===== src/hdl/pse_pkg.sv =====
// ----------------------------------------------------------------------------
// pse_pkg
// Shared types and constants for the postfix stack evaluator.
// ----------------------------------------------------------------------------
`default_nettype none

package pse_pkg;

  localparam int unsigned DATA_W      = 32;
  localparam int unsigned STACK_DEPTH = 16;
  localparam int unsigned CNT_W       = $clog2(STACK_DEPTH + 1);
  localparam int unsigned DIV_CNT_W   = $clog2(DATA_W + 1);

  typedef enum logic [2:0] {
    OP_PUSH = 3'd0,
    OP_ADD  = 3'd1,
    OP_SUB  = 3'd2,
    OP_MUL  = 3'd3,
    OP_DIV  = 3'd4
  } op_e;

  typedef enum logic [1:0] {
    ST_OK      = 2'd0,
    ST_UNDER   = 2'd1,
    ST_OVER    = 2'd2,
    ST_DIVZERO = 2'd3
  } status_e;

  typedef struct packed {
    logic load_up;
    logic load_down;
  } cell_ctrl_t;

endpackage

`default_nettype wire


===== src/hdl/postfix_stack_evaluator.sv =====
// ----------------------------------------------------------------------------
// postfix_stack_evaluator
// Reverse Polish integer evaluator over a shifting stack of cells.
// ----------------------------------------------------------------------------
// One token word per input handshake. Push, add, subtract and multiply finish
// as the word is accepted; a divide stalls input while the radix-2 divider
// starts, iterates once per quotient bit and writes back. The stack is a row
// of STACK_DEPTH cells with the top in cell 0; pushes shift the row down and
// operators shift it up. A word with last set yields one result word holding
// the top of stack (zero if empty) and the first error of the expression,
// then clears the stack. The result sits in an output register, so tokens
// keep flowing while it waits, except a further last token.
`default_nettype none

module postfix_stack_evaluator
  import pse_pkg::*;
(
  input  wire logic              clk_i,
  input  wire logic              rst_ni,
  input  wire logic              in_valid_i,
  output logic                   in_stall_o,
  input  wire logic [2:0]        in_op_i,
  input  wire logic [DATA_W-1:0] in_operand_i,
  input  wire logic              in_last_i,
  output logic                   out_valid_o,
  input  wire logic              out_stall_i,
  output logic      [DATA_W-1:0] out_value_o,
  output logic      [1:0]        out_status_o
);

  typedef enum logic [1:0] {
    S_IDLE = 2'b01,
    S_DIV  = 2'b10
  } state_e;

  state_e            state_q, state_d;
  logic [CNT_W-1:0]  count_q, count_d;
  status_e           err_q, err_d;
  logic              last_q, last_d;
  logic              out_valid_q, out_valid_d;
  logic [DATA_W-1:0] out_value_q, out_value_d;
  status_e           out_status_q, out_status_d;

  logic [DATA_W-1:0] cell_data [STACK_DEPTH];
  logic [DATA_W-1:0] cell_up   [STACK_DEPTH];
  logic [DATA_W-1:0] cell_down [STACK_DEPTH];
  cell_ctrl_t        cell_ctrl [STACK_DEPTH];

  logic              accept;
  logic              push;
  logic              pop_write;
  logic [DATA_W-1:0] top_din;
  logic [DATA_W-1:0] rhs, lhs;
  logic [DATA_W-1:0] alu_res;
  logic [DATA_W-1:0] top_new;
  logic [CNT_W-1:0]  cnt_new;
  status_e           err_new;
  logic              emit;
  logic              div_start;
  logic              div_busy;
  logic [DATA_W-1:0] div_quot;

  assign rhs = cell_data[0];
  assign lhs = cell_data[1];

  assign in_stall_o = (state_q != S_IDLE) || (out_valid_q && out_stall_i && in_last_i);
  assign accept     = in_valid_i && !in_stall_o;

  always_comb begin
    case (op_e'(in_op_i))
      OP_ADD:  alu_res = lhs + rhs;
      OP_SUB:  alu_res = lhs - rhs;
      OP_MUL:  alu_res = lhs * rhs;
      default: alu_res = '0;
    endcase
  end

  always_comb begin
    state_d      = state_q;
    count_d      = count_q;
    err_d        = err_q;
    last_d       = last_q;
    push         = 1'b0;
    pop_write    = 1'b0;
    top_din      = in_operand_i;
    div_start    = 1'b0;
    emit         = 1'b0;
    top_new      = (count_q != '0) ? rhs : '0;
    cnt_new      = count_q;
    err_new      = err_q;
    out_value_d  = out_value_q;
    out_status_d = out_status_q;

    unique case (state_q)
      S_IDLE: begin
        if (accept) begin
          unique case (op_e'(in_op_i)) inside
            OP_PUSH: begin
              if (count_q == CNT_W'(STACK_DEPTH)) begin
                if (err_q == ST_OK) err_new = ST_OVER;
              end else begin
                push    = 1'b1;
                top_new = in_operand_i;
                cnt_new = count_q + 1'b1;
              end
            end
            OP_ADD, OP_SUB, OP_MUL, OP_DIV: begin
              if (count_q < CNT_W'(2)) begin
                if (err_q == ST_OK) err_new = ST_UNDER;
              end else if (op_e'(in_op_i) == OP_DIV) begin
                if (rhs == '0) begin
                  if (err_q == ST_OK) err_new = ST_DIVZERO;
                end else begin
                  div_start = 1'b1;
                end
              end else begin
                pop_write = 1'b1;
                top_din   = alu_res;
                top_new   = alu_res;
                cnt_new   = count_q - 1'b1;
              end
            end
            default: ;
          endcase

          if (div_start) begin
            state_d = S_DIV;
            last_d  = in_last_i;
          end else if (in_last_i) begin
            emit         = 1'b1;
            out_value_d  = top_new;
            out_status_d = err_new;
            count_d      = '0;
            err_d        = ST_OK;
          end else begin
            count_d = cnt_new;
            err_d   = err_new;
          end
        end
      end
      S_DIV: begin
        if (!div_busy && !(last_q && out_valid_q && out_stall_i)) begin
          pop_write = 1'b1;
          top_din   = div_quot;
          state_d   = S_IDLE;
          if (last_q) begin
            emit         = 1'b1;
            out_value_d  = div_quot;
            out_status_d = err_q;
            count_d      = '0;
            err_d        = ST_OK;
          end else begin
            count_d = count_q - 1'b1;
          end
        end
      end
      default: state_d = S_IDLE;
    endcase

    out_valid_d = out_valid_q;
    if (emit) begin
      out_valid_d = 1'b1;
    end else if (!out_stall_i) begin
      out_valid_d = 1'b0;
    end
  end

  // cell 0 is the top of stack
  always_comb begin
    for (int i = 0; i < STACK_DEPTH; i++) begin
      if (i == 0) begin
        cell_up[i]   = top_din;
        cell_down[i] = '0;
        cell_ctrl[i] = '{load_up: push || pop_write, load_down: 1'b0};
      end else begin
        cell_up[i]   = cell_data[i-1];
        cell_down[i] = (i == STACK_DEPTH - 1) ? '0 : cell_data[(i+1) % STACK_DEPTH];
        cell_ctrl[i] = '{load_up: push, load_down: pop_write};
      end
    end
  end

  for (genvar g = 0; g < STACK_DEPTH; g++) begin : g_cell
    pse_cell u_cell (
      .clk_i  (clk_i),
      .ctrl_i (cell_ctrl[g]),
      .up_i   (cell_up[g]),
      .down_i (cell_down[g]),
      .data_o (cell_data[g])
    );
  end

  pse_div u_div (
    .clk_i   (clk_i),
    .rst_ni  (rst_ni),
    .start_i (div_start),
    .num_i   (lhs),
    .den_i   (rhs),
    .busy_o  (div_busy),
    .quot_o  (div_quot)
  );

  always_ff @(posedge clk_i or negedge rst_ni) begin
    if (!rst_ni) begin
      state_q     <= S_IDLE;
      count_q     <= '0;
      err_q       <= ST_OK;
      last_q      <= 1'b0;
      out_valid_q <= 1'b0;
    end else begin
      state_q     <= state_d;
      count_q     <= count_d;
      err_q       <= err_d;
      last_q      <= last_d;
      out_valid_q <= out_valid_d;
    end
  end

  always_ff @(posedge clk_i) begin
    out_value_q  <= out_value_d;
    out_status_q <= out_status_d;
  end

  assign out_valid_o  = out_valid_q;
  assign out_value_o  = out_value_q;
  assign out_status_o = out_status_q;

  a_count_bound : assert property (@(posedge clk_i) disable iff (!rst_ni)
    count_q <= CNT_W'(STACK_DEPTH))
    else $error("stack count beyond depth");

  a_div_holds_input : assert property (@(posedge clk_i) disable iff (!rst_ni)
    div_busy |-> (state_q == S_DIV) && in_stall_o)
    else $error("divider running outside divide state");

  a_emit_clears : assert property (@(posedge clk_i) disable iff (!rst_ni)
    emit |=> (count_q == '0) && (err_q == ST_OK) && out_valid_q)
    else $error("stack not cleared after result");

  a_emit_slot_free : assert property (@(posedge clk_i) disable iff (!rst_ni)
    emit |-> !(out_valid_q && out_stall_i))
    else $error("result overwrote a pending word");

endmodule

`default_nettype wire


===== src/hdl/pse_cell.sv =====
// ----------------------------------------------------------------------------
// pse_cell
// One stack entry: takes the word above on a push, the word below on a pop.
// ----------------------------------------------------------------------------
`default_nettype none

module pse_cell
  import pse_pkg::*;
(
  input  wire logic              clk_i,
  input  wire cell_ctrl_t        ctrl_i,
  input  wire logic [DATA_W-1:0] up_i,
  input  wire logic [DATA_W-1:0] down_i,
  output logic      [DATA_W-1:0] data_o
);

  logic [DATA_W-1:0] data_q, data_d;

  always_comb begin
    data_d = data_q;
    if (ctrl_i.load_up) begin
      data_d = up_i;
    end else if (ctrl_i.load_down) begin
      data_d = down_i;
    end
  end

  always_ff @(posedge clk_i) begin
    data_q <= data_d;
  end

  assign data_o = data_q;

endmodule

`default_nettype wire


===== src/hdl/pse_div.sv =====
// ----------------------------------------------------------------------------
// pse_div
// Radix-2 restoring signed divider, truncating, one quotient bit per cycle.
// ----------------------------------------------------------------------------
`default_nettype none

module pse_div
  import pse_pkg::*;
(
  input  wire logic              clk_i,
  input  wire logic              rst_ni,
  input  wire logic              start_i,
  input  wire logic [DATA_W-1:0] num_i,
  input  wire logic [DATA_W-1:0] den_i,
  output logic                   busy_o,
  output logic      [DATA_W-1:0] quot_o
);

  logic [DIV_CNT_W-1:0] cnt_q, cnt_d;
  logic [DATA_W-1:0]    rem_q, rem_d;
  logic [DATA_W-1:0]    quo_q, quo_d;
  logic [DATA_W-1:0]    den_q, den_d;
  logic                 neg_q, neg_d;
  logic [DATA_W:0]      shifted;
  logic [DATA_W:0]      diff;

  always_comb begin
    cnt_d   = cnt_q;
    rem_d   = rem_q;
    quo_d   = quo_q;
    den_d   = den_q;
    neg_d   = neg_q;
    shifted = {rem_q, quo_q[DATA_W-1]};
    diff    = shifted - {1'b0, den_q};
    if (start_i) begin
      cnt_d = DIV_CNT_W'(DATA_W);
      rem_d = '0;
      quo_d = num_i[DATA_W-1] ? (~num_i + 1'b1) : num_i;
      den_d = den_i[DATA_W-1] ? (~den_i + 1'b1) : den_i;
      neg_d = num_i[DATA_W-1] ^ den_i[DATA_W-1];
    end else if (cnt_q != '0) begin
      cnt_d = cnt_q - 1'b1;
      rem_d = diff[DATA_W] ? shifted[DATA_W-1:0] : diff[DATA_W-1:0];
      quo_d = {quo_q[DATA_W-2:0], ~diff[DATA_W]};
    end
  end

  always_ff @(posedge clk_i or negedge rst_ni) begin
    if (!rst_ni) begin
      cnt_q <= '0;
    end else begin
      cnt_q <= cnt_d;
    end
  end

  always_ff @(posedge clk_i) begin
    rem_q <= rem_d;
    quo_q <= quo_d;
    den_q <= den_d;
    neg_q <= neg_d;
  end

  assign busy_o = (cnt_q != '0);
  assign quot_o = neg_q ? (~quo_q + 1'b1) : quo_q;

endmodule

`default_nettype wire


===== config.mk =====
export PLATFORM = sky130hd
export DESIGN_NAME = postfix_stack_evaluator
export DESIGN_NICKNAME = d
export VERILOG_FILES = /design/src/hdl/pse_pkg.sv /design/src/hdl/postfix_stack_evaluator.sv /design/src/hdl/pse_cell.sv /design/src/hdl/pse_div.sv
export SDC_FILE = /design/constraint.sdc
export NUM_CORES = 2
export LEC_CHECK = 0
export BUFFER_PORTS_ARGS = -buffer_cell sky130_fd_sc_hd__clkbuf_2
export CORE_MARGIN = 5
export CORE_UTILIZATION = 66
export CTS_BUF_LIST = sky130_fd_sc_hd__clkbuf_16
export DETAILED_ROUTE_END_ITERATION = 6
export GPL_TIMING_DRIVEN = 1
export PLACE_DENSITY = 0.91
export SLEW_MARGIN = 10
export SYNTH_ARGS = -nofsm -noshare
export SYNTH_HDL_FRONTEND = slang
export SYNTH_SLANG_ARGS = --single-unit

===== constraint.sdc =====
create_clock -name clk_i -period 103.4 [get_ports clk_i]
set_input_delay 5.17 -clock clk_i [delete_from_list [all_inputs] [get_ports clk_i]]
set_output_delay 5.17 -clock clk_i [all_outputs]
set_load 0.01 [all_outputs]

Word level (Yosys, flattened, before mapping)
Cells that the tools add are included.
- bits in registers: 660
- input port bits: 40
- output and inout port bits: 36
- logic and storage cells: 205
- $add $sub $neg: 9
- multipliers: 1
- $lt $le $gt $ge: 1
- equal/unequal tests: 19
- muxes and demuxes: 116
- bitwise operators: 5
- reductions and logical operators: 25
- operators with widths (cell ; number):
    $mux W32 ; 49
    $pmux W32 S2 ; 3
    $add A32 B1 Y32 const B ; 3
    $not A32 Y32 ; 3
    $pmux W32 S3 ; 1
    $mux W2 ; 20
    $mux W5 ; 8
    $sub A33 B32 Y33 ; 1
    $add A32 B32 Y32 ; 1
    $logic_not A32 Y1 ; 1
    $mul A32 B32 Y32 ; 1
    $sub A32 B32 Y32 ; 1
    $mux W31 ; 1
    $mux W1 ; 24
    $pmux W5 S2 ; 2
    $pmux W2 S2 ; 4
    $mux W6 ; 2
    $ne A2 B2 Y1 const B ; 6
    $ne A4 B4 Y1 const B ; 3
    $reduce_and A8 Y1 ; 1
    $eq A3 B2 Y1 const B ; 2
    $logic_and A1 B1 Y1 ; 6
    $reduce_and A3 Y1 ; 2
    $reduce_and A6 Y1 ; 1
    23 further kinds ; 30

Longest topological paths before layout
- depth after elaboration: 11
- depth in mapped cells: 28
- mapped depth without buffers: 26

Cells and area by module
A second synthesis with hierarchy kept.
- cell total of the unflattened synthesis: 4614
- area, all modules: 54119.4 um^2
- modules (own cells, without submodules) (module ; times used ; cells each ; area an instance (um^2) ; seq. area each (um^2)):
    pse_cell ; 16 ; 69 ; 1507.7 ; 960.9
    postfix_stack_evaluator ; 1 ; 2627 ; 22285.1 ; 1297.5
    pse_div ; 1 ; 883 ; 7711.1 ; 2742.6

Least setup slack after synthesis
Ideal clock, no wire load.
- path type: in2reg
- from: in in_op_i[0]
- to: reg g_cell[0].u_cell.data_q[0] (enable)
- library setup time: 2.097 ns
- data arrival time: 41.869 ns
- data required time: 101.303 ns
- setup slack: 59.433 ns
- stages: 6
- buffers on the path: 1
- cell sequence: clkbuf_1 -> nor2_1 -> or3_1 -> nor2_1 -> a21oi_1 -> o21ai_0
- RTL lines (what ; line ; source):
    from (decl) ; postfix_stack_evaluator.sv:22 ; input wire logic [2:0] in_op_i,
    to (signal assigned) ; pse_cell.sv:29 ; data_q <= data_d;
    to (decl) ; pse_cell.sv:17 ; logic [DATA_W-1:0] data_q, data_d;

Final worst setup path
- from: in in_last_i
- to: out in_stall_o
- word-level cells in the longest chain between the ends: 2
- ends and longest elaborated chain (what ; line ; source):
    from (decl) ; postfix_stack_evaluator.sv:24 ; input wire logic in_last_i,
    $logic_and A1 B1 Y1 ; postfix_stack_evaluator.sv:66 ; assign in_stall_o = (state_q != S_IDLE) || (out_valid_q && out_stall_i && in_last_i);
    $logic_or A1 B1 Y1 ; postfix_stack_evaluator.sv:66 ;
    to (decl) ; postfix_stack_evaluator.sv:21 ; output logic in_stall_o,
Every way passes these cells.

==> impl_results.md <==
- Area share of the largest cell type after synthesis: between 30% and 40%
- DRT iter0 DRCs: 5712
- Number of nets with antenna violations after detailed routing: 0
- Stage delay of the slowest cell on the critical path: about 0.14 ns
- Total Wirelength: between 100 and 150 mm
- Data required, critical path: ~100 ns
- CTS tree: built
- Setup repair after global routing missed its margin: no
- Overall die area: 82180 µm²
- Clock slew seen by the registers of the worst setup and hold paths: about 0.060 ns
- Layout net count: 6002
- Reported max-cap violation count: 0
- Most used DFF post-synth: edfxtp_1
- Global placement routability congestion: ~1
- Warnings, synthesis: 0
- Number of buffers added by the clock tree synthesis step: 72
- Most common cell after layout, fill and taps aside: nand2_1
- Core footprint: between 70000 and 80000 µm²
- Worst-skew pair later-pin latency: 0.67 ns
- Ordered cell list for the critical path: clkbuf_2 -> nand3_1 -> nand2_1 -> clkbuf_2
- Count of unresolved DRC violations after routing: 15
- Kind of path behind the tightest hold check: flip-flop to flip-flop
- Die outline width: ~290 µm
- Cell family contributing the most delay on the critical path: buffers and inverters
- Post-Route Skew: 0.04544 ns
- Antenna violations before repair: 4
- I/O pin total: between 70 and 80
- Critical Path End Type: primary output
- Number of placement rows: between 100 and 150
- Initial cell density of the core: 66.52%
- CTS root buffer: clkbuf_16
- Average vias per placed instance: between 6 and 7
- Relative slew slack: 18.03%
- Setup TNS Final: 0 ns
- Violations in the final reports: design-rule violations
- Signed area change from the synthesized netlist to the final layout: 7.118%
- Critical-path maximum fanout: 5
- Bufs and invs on worst path: 2
- Hold Vio Cnt, Final: 0
- Async set-reset flop share out of synthesis: 2.576%
- Cells taking the most area after synthesis: edfxtp_1 36%, fa_1 16%, nand2_1 13%
- Crit path kind: primary input to primary output
- Remaining global-route overflow: 0
- Most numerous cell on the critical path: clkbuf_2
- Number of H-tree levels: 3
- Total half-perimeter wirelength after legalization and detailed placement: slightly above 90 mm
- Layout cells sized above 1: 5.510%
- Clock sinks: 660
- Number of instances in the synthesized netlist: between 5000 and 6000
- Synth Net Count: just over 6000
- Pins Over Slew Limit: 0
- Synthesized flop and latch total: 660
- Post-CTS setup buffers: 0
- Maximum buffer depth of the clock tree: 3
- First-pass GRT wire length: roughly 220 mm
- Final worst path period share: between 10% and 20%
- Total vias in the final route: 40320
- GR Util All Layers: around a third
- Number of enable flip-flop cells after synthesis: a little over 600
- Unique masters post-synth: 89
- Syn_area_per_cell: a little over 9 µm²
- Maximum achievable frequency: approximately 93 MHz
- Post-CTS Hold Fix Bufs: 0
- Pin count of the biggest net entering global routing: about 260
- Actual transition at the worst max-transition pin: around 1.2 ns
- Slowest CP cell: clkbuf_2
- Synthesized cell area: about 50000 µm²
- Area leader, netlist: edfxtp_1
- Arrival time of the worst setup path: between 5 and 6 ns
- Fraction of the yosys area taken by sequential cells: between 30% and 40%
- Die H: 286.7 µm
- Final critical delay including setup and external delays: 10.81 ns
- Setup violation total in the final timing report: 0
- Result of the run: finished, violations left
- PostCTS Resize Cnt: 0
- First-pass iteration count of the detailed router: 7
- Buffers on Ports: 75
- DR WL/cell: around 22 µm
- Crit start category: primary input
- Highest-count cells in the layout ignoring fill and taps: 1718 x nand2_1, 611 x edfxtp_1, 474 x inv_1, 410 x fa_1, 313 x and2_1
- Number of global-route vias before repair: 40990
==> per-layer routing <==
metal  wire (µm)  part of all wire, %  global-route usage (%)
met2       63100                   45                   53.28
met3       17530                   13                   9.309
met1       48870                   35                   42.24
met5          13               0.0093                       0
met4        9893                  7.1                   19.10
==> synthesized netlist by cell type (18+ instances only) <==
master and n:
nand2b_1 20, a22oi_1 44, a21oi_1 190, or3_1 26
o21ai_0 191, a21o_1 33, nand3_1 35, dfxtp_1 32
o31ai_1 27, and2_1 314, or4_1 19, inv_1 460
nand2_1 1719, xnor2_1 138, nor3_1 26, fa_1 410
nor2_1 159, edfxtp_1 611, o21a_1 18, a221oi_1 23
mux2i_1 33, xor2_1 116, and3_1 43, clkbuf_1 298
ha_1 195
==> final timing paths <==
check / from / endpoint / slack (ns) / depth (start not counted)
min in group asynchronous: rst_ni / err_q[0]$_DFFE_PN0P_ / 4.47 / 1
hold reg to reg: u_div.rem_q[1]$_SDFFE_PP0P_ / u_div.rem_q[1]$_SDFFE_PP0P_ / 0.51 / 2
setup reg to reg: g_cell[1].u_cell.data_o[16]$_DFFE_PP_ / out_value_o[26]$_DFFE_PP_ / 94.58 / 23
hold / removal: u_div.rem_q[1]$_SDFFE_PP0P_ / u_div.rem_q[1]$_SDFFE_PP0P_ / 0.51 / 2
max in group asynchronous: rst_ni / state_q[0]$_DFFE_PN1P_ / 98.57 / 1
setup / recovery: in_last_i / in_stall_o / 92.59 / 4
==> state kept, by name, summed over array words and instances (netlist names) <==
register / flops
out_valid_o: 1
err_q: 2
u_div.rem_q: 32
u_div.neg_q: 1
u_div.quo_q: 32
out_status_o: 2
g_cell.u_cell.data_o: 512
out_value_o: 32
last_q: 1
u_div.den_q: 32
count_q: 5
state_q: 2
u_div.cnt_q: 6
==> worst min-delay path: stages, from the launching register on <==
cell	delay, ns
dfxtp_1	0.33
nand3_1	0.06
o21ai_0	0.06
==> layout make-up <==
cell class,count,area [µm²]
Timing Repair Buffer,156,1008
Sequential cell,660,19410
Antenna cell,4,10.01
Tap cell,1030,1289
Clock inverter,53,666.9
Multi-Input combinational cell,4007,28200
Fill cell,4987,21830
Clock buffer,72,1802
Inverter,460,1727
==> stage by stage <==
step	hold slack (ns)	worst slack, ns	std cells	utilization, %	area, µm²
finish	0.5051	92.59	6442	71.25	54120
global route	0.5394	92.53	6440	71.25	54110
CTS	0.5079	92.60	6438	71.24	54110
detailed placement	0.5001	92.60	6313	67.99	51640
global placement	0.4877	92.61	6313	67.99	51640
floorplan	0.4656	59.43	5450	-	50520
==> logic make-up (layout without fill, tap and decap cells) <==
group / after synthesis / count (layout) / share of synthesized area (%)
adder cells (fa/ha/maj): 605 / 605 / 21.08
XOR/XNOR: 254 / 254 / 4.403
flip-flops: 660 / 660 / 38.43
AO/OA/AOI/OAI: 690 / 690 / 8.772
AND/OR/NAND/NOR: 2424 / 2424 / 20.77
other: 0 / 4 / 0
buffers and inverters: 783 / 741 / 5.870
multiplexers: 34 / 34 / 0.6761
Power is not shown: default switching activity piles up to over one toggle a cycle in this logic, so the estimate is an artifact.
